[config.mk]
export PLATFORM = sky130hd
export DESIGN_NAME = rrol_ram
export DESIGN_NICKNAME = d
export VERILOG_FILES = /design/src/rtl/assert_macros.svh /design/src/rtl/rrol_ram.sv
export SDC_FILE = /design/constraint.sdc
export NUM_CORES = 1
export LEC_CHECK = 0
export ABC_CLOCK_PERIOD_IN_PS = 2200
export BUFFER_PORTS_ARGS = -buffer_cell sky130_fd_sc_hd__buf_2
export CELL_PAD_IN_SITES_DETAIL_PLACEMENT = 1
export CELL_PAD_IN_SITES_GLOBAL_PLACEMENT = 1
export CORE_ASPECT_RATIO = 0.75
export CORE_UTILIZATION = 53
export CTS_CLUSTER_SIZE = 10
export DETAILED_ROUTE_END_ITERATION = 16
export GPL_TIMING_DRIVEN = 0
export PLACE_DENSITY_LB_ADDON = 0.1
export SLEW_MARGIN = 20
export SYNTH_ARGS = -nofsm -noshare
export SYNTH_HDL_FRONTEND = slang
export SYNTH_SLANG_ARGS = --single-unit
export TNS_END_PERCENT = 30
[constraint.sdc]
create_clock -name i_clk -period 2.2 [get_ports i_clk]
set_clock_uncertainty 0.1 [all_clocks]
set_input_delay 0.44 -clock i_clk [delete_from_list [all_inputs] [get_ports i_clk]]
set_output_delay 0.44 -clock i_clk [all_outputs]
set_load 0.02 [all_outputs]
[src/rtl/assert_macros.svh]
// assertion macros used by the rtl of the reserved ring block
// no dependencies; define ASSERT_OFF to compile the checks out
`ifndef ASSERT_MACROS_SVH
`define ASSERT_MACROS_SVH
`ifndef ASSERT_OFF
// condition must hold at every clock edge out of reset
`define ASSERT_ALWAYS(lbl, clk, rst_n, cond) \
    lbl: assert property (@(posedge clk) disable iff (!rst_n) (cond)) \
        else $error("assertion failed");
// antecedent in one cycle implies consequent in the next
`define ASSERT_NEXT(lbl, clk, rst_n, ante, cons) \
    lbl: assert property (@(posedge clk) disable iff (!rst_n) (ante) |=> (cons)) \
        else $error("assertion failed");
`else
`define ASSERT_ALWAYS(lbl, clk, rst_n, cond)
`define ASSERT_NEXT(lbl, clk, rst_n, ante, cons)
`endif
`endif

[src/rtl/rrol_ram.sv]
// generic single write port, single read port ram with registered read
// no dependencies
module rrol_ram #(
    parameter int WIDTH = 8,
    parameter int DEPTH = 16
) (
    input  logic                                    i_clk,
    input  logic                                    i_we,
    input  logic [((DEPTH > 1) ? $clog2(DEPTH) : 1)-1:0] i_waddr,
    input  logic [WIDTH-1:0]                        i_wdata,
    input  logic [((DEPTH > 1) ? $clog2(DEPTH) : 1)-1:0] i_raddr,
    output logic [WIDTH-1:0]                        o_rdata
);

    logic [WIDTH-1:0] r_mem [DEPTH];
    logic [WIDTH-1:0] r_rdata;

    // write and registered read, read returns old data on collision
    always_ff @(posedge i_clk) begin
        if (i_we) begin
            r_mem[i_waddr] <= i_wdata;
        end
        r_rdata <= r_mem[i_raddr];
    end

    assign o_rdata = r_rdata;

endmodule

==> impl_metrics.env <==
export IMPL_required_ns=2.15
export IMPL_dr_pass1_iters=5
export IMPL_holdPathStages=1
export IMPL_critPathLaunchType="input port"
export IMPL_clk_pin_slew_ns=0.06
export IMPL_yosysMostFrequentCell="edfxtp_1"
export IMPL_die_y_um=87.35
export IMPL_cts_buffers=17
export IMPL_p_leak_nw=2.067
export IMPL_core_um2=9234
export IMPL_synth_area_per_cell_um2=22.48
export IMPL_clock_sinks=136
export IMPL_grt_pass1_vias=2539
export IMPL_fin_util=0.6622
export IMPL_min_period_ns=1.777
export IMPL_dieWidth_um=115.8
export IMPL_netlist_top_cells_area="edfxtp_1 (75%), mux4_2 (7.9%), mux4_1 (7.1%)"
export IMPL_reg2reg_depth=3
export IMPL_drc_errors=0
export IMPL_drt_initial_drc_count=183
export IMPL_crit_fanout=8
export IMPL_synthTopCellsByCount="edfxtp_1 (128), mux4_2 (18), a22oi_1 (16)"
export IMPL_post_cts_buffers=0
export IMPL_drv_slew=0
export IMPL_clock_root_buffer="clkbuf_16"
export IMPL_synthArstFlopShare=0
export IMPL_row_count=30
export IMPL_htree_num_levels=4
export IMPL_vias_per_cell=5.978
export IMPL_power_density_nw_per_um2=1051
export IMPL_vdd_ir_drop_max_uv=839.7
export IMPL_yosys_area_top_type="edfxtp_1"
export IMPL_ant_nets=0
export IMPL_synth_ff_type="edfxtp_1"
export IMPL_die_area_um2=10110
export IMPL_clock_latency_ns=0.42
export IMPL_grt_overflow_total=0
export IMPL_antenna_found_initial=0
export IMPL_drive_above_1_share=0.3088
export IMPL_io_pins=26
export IMPL_end_kind="flop"
export IMPL_yosys_warnings=0
export IMPL_cts_tree="yes"
export IMPL_worst_hold_path_type="in2reg"
export IMPL_p_total_mw=6.428
export IMPL_synth_seq_cells=136
export IMPL_postCtsHoldBufs=0
export IMPL_worstHoldStart="i_wdata[1]"
export IMPL_synth_seq_area_share=0.7778
export IMPL_startpoint="i_waddr[2]"
export IMPL_cts_resized=0
export IMPL_tightest_slew_ns=0.7937
export IMPL_routed_wirelength_um=11180
export IMPL_track_usage=0.2553
export IMPL_io_buffer_count=24
export IMPL_grt_max_degree=17
export IMPL_synth_edf_count=128
export IMPL_critPathKind="in2reg"
export IMPL_dp_cells=381
export IMPL_rsz0062_at_grt="false"
export IMPL_relSlewSlack=0.4689
export IMPL_syn_cell_area_um2=5147
export IMPL_final_nets=290
export IMPL_synthCells=229
export IMPL_setup_viol=0
export IMPL_r2r_start="r_mem[1][3]"
export IMPL_route_vias_total=2469
export IMPL_syn_nets=247
export IMPL_period_share=0.8075
export IMPL_ys_types=19
export IMPL_grt_pass1_wl_um=16490
export IMPL_status="finished clean"
export IMPL_ctsLongestPathBuffers=2
export IMPL_fmax_mhz=562.9
export IMPL_tns_ns=0
export IMPL_hold_violations=0
export IMPL_start_util=0.5575
export IMPL_yosys_area_top_type_share=0.7467
export IMPL_crit_arrival_ns=1.72
export IMPL_dp_hpwl_um=6914
export IMPL_insertedDiodeCount=0
export IMPL_area_growth_pct=18.79
export IMPL_instances_no_fill=413
export IMPL_maxCapViolations=0
export IMPL_place_congestion=0.6953
export IMPL_wl_per_cell_um=27.08
## metal layers
| layer | GRT usage | share of wire | vias to the layer above |
|---|---|---|---|
| li1 | - | - | 1062 |
| met1 | 0.3665 | 0.45 | 1280 |
| met2 | 0.3615 | 0.46 | 102 |
| met3 | 0.07376 | 0.066 | 25 |
| met4 | 0.1270 | 0.025 | 0 |
| met5 | 0 | 0 | - |
## metrics by stage
stage,hold slack [ns],instance area [µm²],setup slack [ns]
after floorplan,0.4389,5147,0.1671
after global placement,0.5653,5428,-0.4295
after detailed placement,0.5914,5448,-0.01984
after CTS,0.3169,6115,0.4232
after global routing,0.3269,6115,0.3249
final,0.3307,6115,0.4235
## worst max-delay path, cell delays in order
cell    delay [ns]
buf_2         0.12
or3b_2        0.54
nor2_1        0.62
## cell type report
type | instances | area, µm²
clock inverter | 14 | 227.7
timing repair buffer | 24 | 120.1
fill | 737 | 3119
sequential | 136 | 4004
tap | 128 | 160.2
clock buffer | 18 | 439.2
multi-input combinational | 83 | 1077
buffer | 10 | 86.33
## path summary, 6_finish.rpt
| path | endpoint | slack (ns) |
|---|---|---|
| max | r_mem[2][7] | 0.42 |
| max reg2reg | o_rdata[3] | 0.63 |
| min | r_mem[8][1] | 0.33 |
| min reg2reg | o_rdata[2] | 0.60 |
## cell usage in the layout, fill, tap and decap left out
cell | synthesis | final
clkinvlp_4 | 0 | 2
clkinv_4 | 0 | 1
and2_1 | 1 | 1
buf_2 | 3 | 27
nor3_2 | 0 | 4
clkinv_1 | 0 | 1
mux4_1 | 14 | 14
nand3b_1 | 2 | 2
nand2_1 | 9 | 9
clkinv_2 | 0 | 4
nor2_1 | 13 | 13
mux4_2 | 18 | 18
bufinv_16 | 0 | 6
and2b_1 | 1 | 1
a22oi_1 | 16 | 16
clkdlybuf4s25_2 | 3 | 3
nor2b_1 | 1 | 1
nand2b_1 | 2 | 2
dfxtp_1 | 8 | 8
buf_6 | 3 | 3
edfxtp_1 | 128 | 128
clkbuf_16 | 0 | 17
or3b_2 | 1 | 1
clkbuf_8 | 0 | 1
buf_4 | 1 | 1
nand3_1 | 1 | 1
## power breakdown
group / leakage, nW / total (mW) / internal, mW / switching, mW
logic: 0.520 / 0.307 / 0.116 / 0.192
clock network: 0.323 / 3.21 / 2.14 / 1.06
registers: 1.22 / 2.91 / 2.90 / 0.0163
## flip-flops by register name, indices dropped and copies added (netlist names)
name / flops
o_rdata: 8
r_mem: 128
## kinds of logic (layout without fill, tap and decap cells)
logic type             count (synthesis)  in the layout  share of synthesized area
AO/OA/AOI/OAI                         16             16                    0.02334
buffers and inverters                 10             66                    0.01677
flip-flops                           136            136                     0.7778
AND/OR/NAND/NOR                       35             35                    0.03184
multiplexers                          32             32                     0.1502
(Power assumes the default switching activity.)
