==> src/rtl/assert_macros.svh <==
// assertion macros used by the rtl of the reserved ring block
// no dependencies; define ASSERT_OFF to compile the checks out
`ifndef ASSERT_MACROS_SVH
`define ASSERT_MACROS_SVH
`ifndef ASSERT_OFF
// condition must hold at every clock edge out of reset
`define ASSERT_ALWAYS(lbl, clk, rst_n, cond) \
    lbl: assert property (@(posedge clk) disable iff (!rst_n) (cond)) \
        else $error("assertion failed");
// antecedent in one cycle implies consequent in the next
`define ASSERT_NEXT(lbl, clk, rst_n, ante, cons) \
    lbl: assert property (@(posedge clk) disable iff (!rst_n) (ante) |=> (cons)) \
        else $error("assertion failed");
`else
`define ASSERT_ALWAYS(lbl, clk, rst_n, cond)
`define ASSERT_NEXT(lbl, clk, rst_n, ante, cons)
`endif
`endif

==> src/rtl/rrol_pkg.sv <==
// shared types, sizes and codes of the reserved ring block
// no dependencies
package rrol_pkg;

    localparam int RING_DEPTH         = 64;
    localparam int REPLY_LIST_DEPTH   = 16;
    localparam int CLEANUP_LIST_DEPTH = 16;

    localparam int RING_AW = (RING_DEPTH > 1) ? $clog2(RING_DEPTH) : 1;
    localparam int RING_FW = $clog2(RING_DEPTH + 1);
    localparam int RL_AW   = (REPLY_LIST_DEPTH > 1) ? $clog2(REPLY_LIST_DEPTH) : 1;
    localparam int RL_FW   = $clog2(REPLY_LIST_DEPTH + 1);
    localparam int CL_AW   = (CLEANUP_LIST_DEPTH > 1) ? $clog2(CLEANUP_LIST_DEPTH) : 1;
    localparam int CL_FW   = $clog2(CLEANUP_LIST_DEPTH + 1);
    // width of the reserve threshold sum
    localparam int TH_W    = $clog2(RING_DEPTH + 128);

    // one stored entry, destination in the lowest bits
    typedef struct packed {
        logic [63:0] data;
        logic [15:0] len;
        logic [1:0]  origin;
        logic [7:0]  kind;
        logic [15:0] dest;
    } t_entry;

    localparam int ENTRY_W = $bits(t_entry);

    typedef struct packed {
        logic [6:0]  reply_reserve;
        logic [15:0] payload_limit;
        logic [7:0]  reply_type_code;
        logic [7:0]  request_type_code;
    } t_cfg;

    // register indexes
    localparam logic [1:0] REG_RESERVE   = 2'd0;
    localparam logic [1:0] REG_LIMIT     = 2'd1;
    localparam logic [1:0] REG_REPLY_TC  = 2'd2;
    localparam logic [1:0] REG_REQUEST_TC = 2'd3;

    // operation codes
    localparam logic [2:0] MODE_REQUEST = 3'd0;
    localparam logic [2:0] MODE_REPLY   = 3'd1;
    localparam logic [2:0] MODE_CLEANUP = 3'd2;
    localparam logic [2:0] MODE_DEQUEUE = 3'd3;
    localparam logic [2:0] MODE_DRAIN   = 3'd4;
    localparam logic [2:0] MODE_REQUEUE = 3'd5;

    // producer classes
    localparam logic [1:0] ORIG_BACKEND = 2'd0;
    localparam logic [1:0] ORIG_REPLY   = 2'd1;
    localparam logic [1:0] ORIG_CLEANUP = 2'd2;

    // event codes
    localparam logic [2:0] EV_NONE         = 3'd0;
    localparam logic [2:0] EV_REPLY_DEF    = 3'd1;
    localparam logic [2:0] EV_REPLY_DROP   = 3'd2;
    localparam logic [2:0] EV_CLEANUP_DEF  = 3'd3;
    localparam logic [2:0] EV_CLEANUP_DROP = 3'd4;
    localparam logic [2:0] EV_LEN_REJECT   = 3'd5;

endpackage

==> src/rtl/rrol_regs.sv <==
// configuration register file behind the apb-style port
// depends on rrol_pkg
module rrol_regs (
    input  logic             i_clk,
    input  logic             i_rst_n,
    input  logic             psel,
    input  logic             penable,
    input  logic             pwrite,
    input  logic [3:0]       paddr,
    input  logic [31:0]      pwdata,
    output logic [31:0]      prdata,
    output logic             pready,
    output rrol_pkg::t_cfg   o_cfg
);

    rrol_pkg::t_cfg r_cfg;
    logic           wr_en;

    assign wr_en  = psel && penable && pwrite;
    assign pready = 1'b1;
    assign o_cfg  = r_cfg;

    // register writes
    always_ff @(posedge i_clk) begin
        if (!i_rst_n) begin
            r_cfg.reply_reserve     <= 7'd8;
            r_cfg.payload_limit     <= 16'd8;
            r_cfg.reply_type_code   <= 8'd1;
            r_cfg.request_type_code <= 8'd0;
        end else if (wr_en) begin
            unique case (paddr[3:2])
                rrol_pkg::REG_RESERVE:    r_cfg.reply_reserve     <= pwdata[6:0];
                rrol_pkg::REG_LIMIT:      r_cfg.payload_limit     <= pwdata[15:0];
                rrol_pkg::REG_REPLY_TC:   r_cfg.reply_type_code   <= pwdata[7:0];
                rrol_pkg::REG_REQUEST_TC: r_cfg.request_type_code <= pwdata[7:0];
            endcase
        end
    end

    // read back
    always_comb begin
        unique case (paddr[3:2])
            rrol_pkg::REG_RESERVE:    prdata = {25'd0, r_cfg.reply_reserve};
            rrol_pkg::REG_LIMIT:      prdata = {16'd0, r_cfg.payload_limit};
            rrol_pkg::REG_REPLY_TC:   prdata = {24'd0, r_cfg.reply_type_code};
            rrol_pkg::REG_REQUEST_TC: prdata = {24'd0, r_cfg.request_type_code};
        endcase
    end

endmodule

==> config.mk <==
export PLATFORM = sky130hd
export DESIGN_NAME = rrol_regs
export DESIGN_NICKNAME = d
export VERILOG_FILES = /design/src/rtl/assert_macros.svh /design/src/rtl/rrol_pkg.sv /design/src/rtl/rrol_regs.sv
export SDC_FILE = /design/constraint.sdc
export NUM_CORES = 1
export LEC_CHECK = 0
export BUFFER_PORTS_ARGS = -buffer_cell sky130_fd_sc_hd__buf_2
export CORE_MARGIN = 4
export CORE_UTILIZATION = 39
export DETAILED_ROUTE_END_ITERATION = 16
export GPL_TIMING_DRIVEN = 0
export MAX_ROUTING_LAYER = met4
export PLACE_DENSITY = 0.83
export SYNTH_ARGS = -nofsm -noshare
export SYNTH_HDL_FRONTEND = slang
export SYNTH_SLANG_ARGS = --single-unit
==> constraint.sdc <==
create_clock -name i_clk -period 0.9 [get_ports i_clk]
set_input_delay 0.045 -clock i_clk [delete_from_list [all_inputs] [get_ports i_clk]]
set_output_delay 0.045 -clock i_clk [all_outputs]
set_load 0.02 [all_outputs]
==> metrics.md, run 1 <==
| Metric | Value |
|---|---|
| Synth Instances | `191` |
| Clk pin slew, worst setup/hold paths | `0.07 ns` |
| Largest net degree at the start of global routing | `12` |
| DIE WIDTH | `77.3 um` |
| Clock root cell | `clkbuf_8` |
| 1st-iter DRT viols | `70` |
| Sequential fraction of the synthesis area | `41.7%` |
| Final Hold Viols | `0` |
| Placement-stage worst setup slack | `-0.286 ns` |
| Worst Path Required | `0.85 ns` |
| ANT cells | `0` |
| Logic pwr share | `15.4%` |
| Wire per inst | `15.3 um` |
| RSZ-0062 raised after global routing | `yes` |
| Hold depth | `3` |
| Worst skew pair latency | `0.29 ns` |
| Nature of the critical path startpoint | `register` |
| Syn Std Cell Area | `1870 um^2` |
| Final setup fails | `19` |
| R2R Path Start | `o_cfg[3]` |
| Net count, final | `359` |
| Area after DPL | `2430 um^2` |
| Arr. time, crit path | `1.25 ns` |
| R2R depth | `4` |
| Violated checks | `negative setup slack` |
| Worst VDD drop | `0.000811 V` |
| Sequential share of power | `48.9%` |
| Final min period | `1.29 ns` |
| Max reg flops | `39` |
| CP Capture Type | `primary output` |
| I/O Pins | `113` |
| Tcrit/Tclk final | `144%` |
| P&R area growth vs syn | `63.0%` |
| Final WS setup | `-0.395 ns` |
| Internal | `2700 uW` |
| Total track usage | `20.2%` |
| DP Wirelength | `3.71 mm` |
| First-pass GRT wire length | `9.19 mm` |
| Grt total ovfl | `0` |
| Most frequent cells in the layout | `nand2_1 (52), buf_2 (49), buf_6 (45)` |
| TritonCTS clock tree | `built` |
| Status | `finished, violations left` |
| HP Class | `in -> reg` |
| Average size of a mapped cell | `9.81 um^2` |
| Total CTS buffers | `5` |
| Die area | `5980 um^2` |
| Count of distinct cell types in the synthesized netlist | `25` |
| Power Total | `3620 uW` |
| Clock Skew | `0 ns` |
| Sw power | `914 uW` |
| CP Class | `reg -> out` |
| Vias in the first global route | `1850` |
| Core area | `4500 um^2` |
| Layout cell share with drive strength beyond 1 | `60.2%` |
| Worst Path Max Fanout | `2` |
| DIE HEIGHT | `77.3 um` |
| Slew Limit Fails | `0` |
| Hold Crit Start | `pwdata[3]` |
| Maxcap violations | `0` |
| Yosys warnings | `0` |
| Power Dens Cells | `1180 nW/um^2` |
| Via density | `4.74` |
| Max Freq | `772 MHz` |
| H-tree depth | `2` |
| Worst R2R Setup Slack | `0.09 ns` |
| TritonCTS Sinks | `39` |
| Initial antenna violation count | `0` |
| Port bufs | `77` |
| Worst Hold Path EP | `o_cfg[3]` |
| Maximum buffer depth of the clock tree | `2` |
| Yosys reg bits | `39` |
| RePlAce Congestion | `0.668` |
| Sw frac | `25.3%` |
| P_leak | `0.00152 uW` |
| Crit Reg-Reg Endpoint | `o_cfg[3]` |
| DRT Wirelength | `5.67 mm` |
| Drt drc | `0` |
| Detailed Routing Iterations Pass 1 | `4` |
| Initial core utilization | `41.6%` |
| Cell row count | `24` |
| Clock network fraction of total power | `35.7%` |
| Post-route design area | `3060 um^2` |
| Commonest non-fill, non-tap cell in the layout | `nand2_1` |
| Final ANT Viol Nets | `0` |
| Via count | `1760` |
-- worst max path at each step --
stage	start	endpoint	slack, ns	cells past startpoint
final	o_cfg[22]	prdata[6]	-0.39	2
after CTS	o_cfg[5]	prdata[5]	-0.38	2
after floorplan	o_cfg[0]	prdata[0]	-0.03	1
after global routing	o_cfg[16]	prdata[0]	-0.43	2
after global placement	paddr[2]	o_cfg[5]	-0.27	4
after detailed placement	i_rst_n	o_cfg[8]	-0.29	4
-- cells by family (layout without fill, tap and decap cells) --
family / after synthesis / after routing / synth area share, %
AOI/OAI and AO/OA: 5 / 5 / 1.74
and+or+nand+nor: 71 / 71 / 17.2
other: 2 / 17 / 0.401
DFF: 39 / 39 / 41.7
buffers and inverters: 29 / 142 / 10.3
muxes: 45 / 45 / 28.8
-- routing by layer --
layer,global-route usage (%),share of wire (%),wire (um)
met5,-,0,0
met4,4.80,0.44,25
met3,5.39,6.3,356
met2,35.8,52,2930
met1,22.6,42,2350
-- synth_stat cells, drive strengths merged --
cell    number  area [um^2]
mux2         1         11.3
nand2b       1         6.26
mux2i       37          370
buf         23          170
and2b        1         7.51
and2         9         56.3
o21ai        1         5.00
nor2         2         10.0
a21oi        2         10.0
clkbuf       5         18.8
nand3        1         10.0
and3         1         11.3
dfxtp       39          781
nand2       53          201
o311ai       1         8.76
a22o         1         8.76
conb         2         7.51
inv          1         3.75
nand4        1         6.26
mux4         7          158
nor2b        2         12.5
-- final cells by class --
cell class / instances / area, um^2
Buffer: 27 / 189
Clock buffer: 8 / 100
Fill cell: 356 / 1450
Inverter: 1 / 3.75
Multi-Input combinational cell: 138 / 1000
Sequential cell: 39 / 830
Tap cell: 52 / 65.1
Timing Repair Buffer: 106 / 866
-- power by group through the flow --
stage	Combinational, uW	Clock [uW]	Sequential (uW)
5_1_grt	604	1370	1770
4_1_cts	543	1300	1770
6_report	558	1290	1770
3_3_place_gp	460	0	1800
2_1_floorplan	296	0	1830
3_5_place_dp	465	0	1810
-- worst max-delay path: stages (launching register included) --
cell	delay [ns]
dfxtp_2	0.34
mux4_2	0.47
buf_6	0.15
-- per-stage QoR --
| stage | hold WS, ns | util (%) | std cells | TNS (ns) |
|---|---|---|---|---|
| global route | 0.0561 | 67.8 | 371 | -4.14 |
| global placement | 0.293 | 53.9 | 335 | -11.64 |
| CTS | 0.0279 | 65.8 | 365 | -3.32 |
| finish | 0.0327 | 67.8 | 371 | -3.32 |
| floorplan | 0.187 | - | 206 | -0.197 |
| detailed placement | 0.300 | 53.9 | 335 | -12.43 |
-- what timing repair did --
| item | 4_1_cts | 5_1_grt |
|---|---|---|
| pin swaps | 0 | 0 |
| hold endpoints to repair | 8 | 0 |
| resized for setup | 86 | 19 |
| hold buffers | 8 | 0 |
| buffers inserted | 14 | 10 |
| setup endpoints to repair | 17 | 56 |
(Power assumes the default switching activity.)
==> run 2: changes to the inputs <==
--- a/config.mk
+++ b/config.mk
@@ -8,2 +8,3 @@
 export BUFFER_PORTS_ARGS = -buffer_cell sky130_fd_sc_hd__buf_2
+export CAP_MARGIN = 10
 export CORE_MARGIN = 4
@@ -11,3 +12,2 @@
 export DETAILED_ROUTE_END_ITERATION = 16
-export GPL_TIMING_DRIVEN = 0
 export MAX_ROUTING_LAYER = met4
==> constraint.sdc (replaced) <==
create_clock -name i_clk -period 0.9 [get_ports i_clk]
set_input_delay 0.18 -clock i_clk [delete_from_list [all_inputs] [get_ports i_clk]]
set_output_delay 0.18 -clock i_clk [all_outputs]
set_load 0.02 [all_outputs]
==> run 2 against run 1 <==
- the run still ends with negative setup slack left
- final area rose by 12%
- sequential cell count did not move
- sequential share of layout area fell by 3.0 points
- non-clock buffer count rose by 6
- clock power fell by 9%
- largest power group unchanged
==> metrics.md, run 2 (same netlist as run 1, synthesis figures left out) <==
| Metric | Value |
|---|---|
| DRT Wirelength | `5.88 mm` |
| Worst VDD drop | `0.000982 V` |
| First-pass GRT wire length | `9.09 mm` |
| Worst skew pair latency | `0.29 ns` |
| Clock Skew | `0 ns` |
| Grt total ovfl | `0` |
| Max Freq | `697 MHz` |
| Worst Path Required | `0.72 ns` |
| Hold Crit Start | `pwdata[13]` |
| Violated checks | `negative setup slack` |
| Initial antenna violation count | `0` |
| Wire per inst | `15.6 um` |
| P_leak | `0.00164 uW` |
| Port bufs | `77` |
| CP Class | `reg -> out` |
| Max reg flops | `39` |
| Post-route design area | `3430 um^2` |
| Final setup fails | `56` |
| TritonCTS Sinks | `39` |
| Drt drc | `0` |
| Core area | `4500 um^2` |
| Clk pin slew, worst setup/hold paths | `0.07 ns` |
| Total track usage | `19.8%` |
| TritonCTS clock tree | `built` |
| Vias in the first global route | `1843` |
| Cell row count | `24` |
| Most frequent cells in the layout | `buf_6 (92), nand2_1 (52), dfxtp_2 (39)` |
| Layout cell share with drive strength beyond 1 | `65.1%` |
| DIE HEIGHT | `77.3 um` |
| Maximum buffer depth of the clock tree | `2` |
| ANT cells | `0` |
| Initial core utilization | `41.6%` |
| RePlAce Congestion | `0.764` |
| Via density | `4.85` |
| P&R area growth vs syn | `83.0%` |
| Net count, final | `365` |
| Worst Setup SP | `o_cfg[2]` |
| Non-Filler Instances | `376` |
| Largest net degree at the start of global routing | `31` |
| Tcrit/Tclk final | `159%` |
| HP Class | `in -> reg` |
| Clock root cell | `clkbuf_8` |
| CP Capture Type | `primary output` |
| DIE WIDTH | `77.3 um` |
| 1st-iter DRT viols | `54` |
| Final ANT Viol Nets | `0` |
| I/O Pins | `113` |
| R2R Path Start | `o_cfg[35]` |
| Area after DPL | `2690 um^2` |
| Final Hold Viols | `0` |
| Die area | `5980 um^2` |
| Hold Buf Count CTS | `0` |
| Power Dens Cells | `1030 nW/um^2` |
| H-tree depth | `2` |
| DP Cell Count | `351` |
| Status | `finished, violations left` |
| Final WS setup | `-0.535 ns` |
| DP Wirelength | `3.91 mm` |
| Via count | `1825` |
| Total CTS buffers | `5` |
| Final min period | `1.44 ns` |
| Maxcap violations | `0` |
| Worst Path Max Fanout | `2` |
| Commonest non-fill, non-tap cell in the layout | `buf_6` |
| RSZ-0062 raised after global routing | `yes` |
| Slew Limit Fails | `0` |
| Arr. time, crit path | `1.26 ns` |
| Nature of the critical path startpoint | `register` |
| Detailed Routing Iterations Pass 1 | `4` |
## run 2: metrics by stage
stage          utilization (%)  power, uW  worst slack [ns]  hold slack [ns]  setup TNS (ns)
2_1_floorplan                -       2140            -0.163            0.322           -2.33
3_3_place_gp              59.7       2270            -0.414            0.429          -14.23
3_5_place_dp              59.7       2290            -0.425            0.437          -15.50
4_1_cts                   73.0       3520            -0.533            0.122          -10.03
5_1_grt                   76.1       3690            -0.569            0.129          -12.48
6_report                  76.1       3530            -0.535            0.123          -10.72
## run 2: final timing paths
path / to / slack [ns] / cells after the start
worst min-delay path: o_cfg[29] / 0.12 / 3
worst max-delay path: prdata[2] / -0.54 / 2
worst min register to register: o_cfg[29] / 0.47 / 2
worst max register to register: o_cfg[35] / 0.04 / 4
## run 2: layer usage
metal / global-route usage [%] / share of wire [%] / vias up
met2: 34.3 / 51 / 64
met1: 21.9 / 41 / 874
met3: 3.86 / 4.6 / 19
met4: 8.72 / 3.2 / 0
met5: - / 0 / -
li1: - / - / 868
## run 2: critical path, cell delays in order, from the launching register on
cell and delay [ns]:
dfxtp_2 0.33, mux4_2 0.49, buf_6 0.15
## run 2: report_power, final
part / switching, uW / internal (uW) / total (uW)
Combinational: 308 / 276 / 584
Sequential: 17.7 / 1750 / 1770
Clock: 581 / 601 / 1180
Total: 907 / 2630 / 3530
## run 2: final cells by class
| class | count | area (um^2) |
|---|---|---|
| timing repair buffer | 139 | 1430 |
| fill | 284 | 1070 |
| sequential | 39 | 830 |
| multi-input combinational | 138 | 1010 |
| clock buffer | 6 | 82.6 |
| inverter | 1 | 3.75 |
| tap | 52 | 65.1 |
| clock inverter | 1 | 5.00 |
## run 2: repair_timing
action	CTS	global route
setup endpoints to repair	69	65
gates resized for setup	156	12
pin swaps	8	1
buffers inserted	7	19
